[src/rmj_sqrt_cell.sv]
// One digit step of the pipelined integer square root.
// Each cell settles one root bit and hands its partial root and remainder on.
// Depends on nothing outside this file.
`default_nettype none

module rmj_sqrt_cell #(
    parameter int ROOT_BITS = 48
) (
    input  wire logic                   clk,
    input  wire logic [2*ROOT_BITS-1:0] x_in,
    input  wire logic [ROOT_BITS+1:0]   rem_in,
    input  wire logic [ROOT_BITS-1:0]   root_in,
    output logic      [2*ROOT_BITS-1:0] x_reg,
    output logic      [ROOT_BITS+1:0]   rem_reg,
    output logic      [ROOT_BITS-1:0]   root_reg
);

    localparam int TW = ROOT_BITS + 4;

    logic [TW-1:0]          trial_rem;
    logic [TW-1:0]          trial_sub;
    logic                   take;
    logic [ROOT_BITS+1:0]   rem_next;
    logic [ROOT_BITS-1:0]   root_next;
    logic [2*ROOT_BITS-1:0] x_next;

    always_comb
    begin
        // Bring down the next two radicand bits and try the divisor 4r+1.
        trial_rem = {rem_in, x_in[2*ROOT_BITS-1 -: 2]};
        trial_sub = {2'b00, root_in, 2'b01};
        take      = (trial_rem >= trial_sub);
        if (take)
        begin
            rem_next = (ROOT_BITS+2)'(trial_rem - trial_sub);
        end
        else
        begin
            rem_next = trial_rem[ROOT_BITS+1:0];
        end
        root_next = {root_in[ROOT_BITS-2:0], take};
        x_next    = {x_in[2*ROOT_BITS-3:0], 2'b00};
    end

    always_ff @(posedge clk)
    begin
        x_reg    <= x_next;
        rem_reg  <= rem_next;
        root_reg <= root_next;
    end

endmodule

`default_nettype wire

[config.mk]
export PLATFORM = sky130hd
export DESIGN_NAME = rmj_sqrt_cell
export DESIGN_NICKNAME = d
export VERILOG_FILES = /design/src/rmj_sqrt_cell.sv
export SDC_FILE = /design/constraint.sdc
export NUM_CORES = 1
export LEC_CHECK = 0
export ABC_AREA = 1
export BUFFER_PORTS_ARGS = -buffer_cell sky130_fd_sc_hd__buf_2
export CAP_MARGIN = 20
export CORE_ASPECT_RATIO = 0.7
export CORE_MARGIN = 4
export CORE_UTILIZATION = 50
export CTS_CLUSTER_DIAMETER = 40
export CTS_CLUSTER_SIZE = 40
export DETAILED_ROUTE_END_ITERATION = 10
export PLACE_DENSITY_LB_ADDON = 0.1
export SETUP_SLACK_MARGIN = 0.05
export SKIP_LAST_GASP = 1
export SLEW_MARGIN = 40
export SYNTH_ARGS = -nofsm -noshare
export SYNTH_HDL_FRONTEND = slang
export SYNTH_SLANG_ARGS = --single-unit
[constraint.sdc]
create_clock -name clk -period 3.3 [get_ports clk]
set_clock_uncertainty 0.15 [all_clocks]
set_input_delay 0.495 -clock clk [delete_from_list [all_inputs] [get_ports clk]]
set_output_delay 0.495 -clock clk [all_outputs]
set_load 0.02 [all_outputs]
==> out/qor.txt <==
register bit count reported by yosys - 192
Logic pwr share - 26.0%
Met2 Routed Length - 14400 µm
WL final - 32600 µm
Fmax - 0.351 GHz
Distinct cells, synth - 33
Syn Area/Cell - 6.92 µm²
status - completed
NumNets Final - 2043
Finished Core Util - 70.8%
DR iter-0 viols - 873
fraction of registers with async set/reset - 0%
Post-DRT Antenna Nets - 0
H-Tree Depth - 4
most frequent cells after synthesis - nand2_1 (461), inv_1 (282), dfxtp_1 (192), nor2_1 (78)
Crit path arrival time - 3.08 ns
RePlAce Congestion - 0.981
DRT Pass-1 Iters - 7
Die ar. - 20500 µm²
CP peak stage delay - 0.52 ns
post-synthesis cell area - 9140 µm²
setup_tns - 0 ns
Port Buffers - 386
switching pwr - 2200 µW
Area Overhead vs Synth - 39.5%
top-area cell type share of the netlist area - 42.1%
top layer in use - met5
pins over their slew limit - 0
worst hold start - root_in[11]
CP Launch Type - input port
Die Y - 121 µm
Critical Path Slowest Stage Cell - dlygate4sd3_1
Largest register FFs - 94
CP endpoint kind - flop
DRC errors left - 0
number of vias per cell - 4.75
P_int - 4170 µW
share of layout cells above drive strength 1 - 25.1%
Root Driver - clkbuf_16
die width - 170 µm
EDFF count, synth - 0
CP Data Required Time - 3.53 ns
CTS buffer count - 17
Detailed Place HPWL - 24900 µm
first-pass GRT wire length - 47700 µm
Max IR drop VDD - 423 µV
switching share of total power - 34.6%
M1 wire length - 14300 µm
CP most frequent cell - nand2_1
worst path cell trace - dlygate4sd3_1 -> buf_2 -> inv_1 -> ha_1 -> nand2_1 -> inv_2 -> nand2_1 -> nor3_1 -> nand3_1 -> nand3b_2 -> nand2_2 -> nand3_2 -> buf_4 -> nand3_1 -> nand2_1
vias - 9733
DR WL/cell - 15.9 µm
Core ar. - 18000 µm²
met3 routed WL - 3290 µm
synth warn - 0
initial core utilization - 50.8%
Tot GR Track Use - 29.9%
Top Ports - 389
Post-Synthesis Cells - 1320
Hold Vio Cnt, Final - 0
total congestion overflow - 0
CTS tree - built
# setup viols final - 0
pwr/cell area - 500 nW/µm²
max cap viols - 0
sequential fraction of the synthesis area - 42.1%
Reg power frac - 40.8%
largest net degree at the start of global routing - 45
Synth area leader - dfxtp_1
vias in the first global route - 8934
Final Cycle Share - 86.3%
hold crit path type - input port to flop
Clock power frac - 33.2%
dominant cells by area after synthesis - dfxtp_1 (42%), nand2_1 (19%), inv_1 (12%), ha_1 (6.8%), nor2_1 (3.2%)
cell row count - 41
Hold Path Sink - root_reg[12]
clk slew on worst S/H paths - 0.09 ns
Max Root-Sink Buffers - 2
leakage - 0.00737 µW
RSZ-0062 raised after global routing - no
CTS Sinks - 192
worst hold path cell count - 1
initial antenna violation count - 2
Top FF cell, synth - dfxtp_1
Crit Path Category - input port to flop
crit path time final - 2.85 ns
top-count cell post-synth - nand2_1
Crit Path Max Fanout - 33
[layer usage]
layer / global-route usage [%] / up-vias
met4: 7.24 / 4
met3: 7.95 / 46
met1: 42.5 / 4334
met2: 45.2 / 436
li1: - / 4913
met5: 0 / -
[cells by family after synthesis]
group                      Yosys count  share of synthesized area [%]
buffers and inverters              309                           13.2
DFF                                192                           42.1
and+or+nand+nor                    673                           31.3
adders and majority gates           50                           6.84
AOI/OAI and AO/OA                   67                           3.97
xor gates and xnor gates            28                           2.68
other                                1                         0.0410
[power by group through the flow]
stage	sequential (µW)	clock (µW)	combinational [µW]
after floorplan	2930	0	690
after global placement	2650	0	1530
after detailed placement	2650	0	1540
after CTS	2600	2130	1620
after global routing	2620	2230	1810
final	2600	2120	1660
[how the worst max path moves through the flow]
stage                     depth (start not counted)        start     endpoint
after floorplan                                  13   root_in[1]  rem_reg[43]
after global placement                           14  root_in[17]  rem_reg[42]
after detailed placement                         13   rem_in[40]  rem_reg[44]
after CTS                                        15   root_in[8]  rem_reg[48]
after global routing                             13   root_in[4]   rem_reg[4]
final                                            15   root_in[8]  rem_reg[48]
[what timing repair did]
action,CTS,global route
setup buffers,0,0
endpoints found under the hold margin,73,9
hold buffers,73,9
resized for setup,0,0
[final cells by class]
cell class / count / area, µm²
diodes: 2 / 5.00
clock buffers: 18 / 429
clock inverters: 14 / 178
fillers: 1551 / 5260
inverters: 293 / 1100
multi-input cells: 820 / 4100
flip-flops and latches: 192 / 3840
well taps: 236 / 295
repair buffers: 474 / 2800
[layout by cell type, fill, tap and decap left out, drive strengths merged]
cell type    count
o21a             1
dlygate4sd3     82
nand2          465
and2             2
a21oi           31
nand3           52
o21bai           5
nor2            89
buf            392
nand4           34
clkbuf          18
ha              50
nand3b          18
inv            302
o21ai           29
dfxtp          192
xor2            27
nor4             3
xnor2            1
conb             2
or2              1
diode            2
a31oi            1
clkinv           5
nor3             9
[per-stage QoR]
stage	hold slack, ns	setup slack [ns]	total power [µW]	cells	area (µm²)
after global placement	0.447	0.528	4180	1933	11300
after floorplan	0.373	0.979	3620	1321	9140
after detailed placement	0.449	0.486	4190	1933	11300
after CTS	0.0000736	0.482	6340	2038	12700
after global routing	0.00131	0.236	6650	2047	12700
final	0.0114	0.451	6370	2049	12700
[critical path, delay by kind of cell]
| kind | cells | cell delay (ns) |
|---|---|---|
| buffers and inverters | 5 | 1.09 |
| and+or+nand+nor | 9 | 1.15 |
| adders and majority gates | 1 | 0.34 |
No activity file was read; power rests on OpenSTA's default activity.
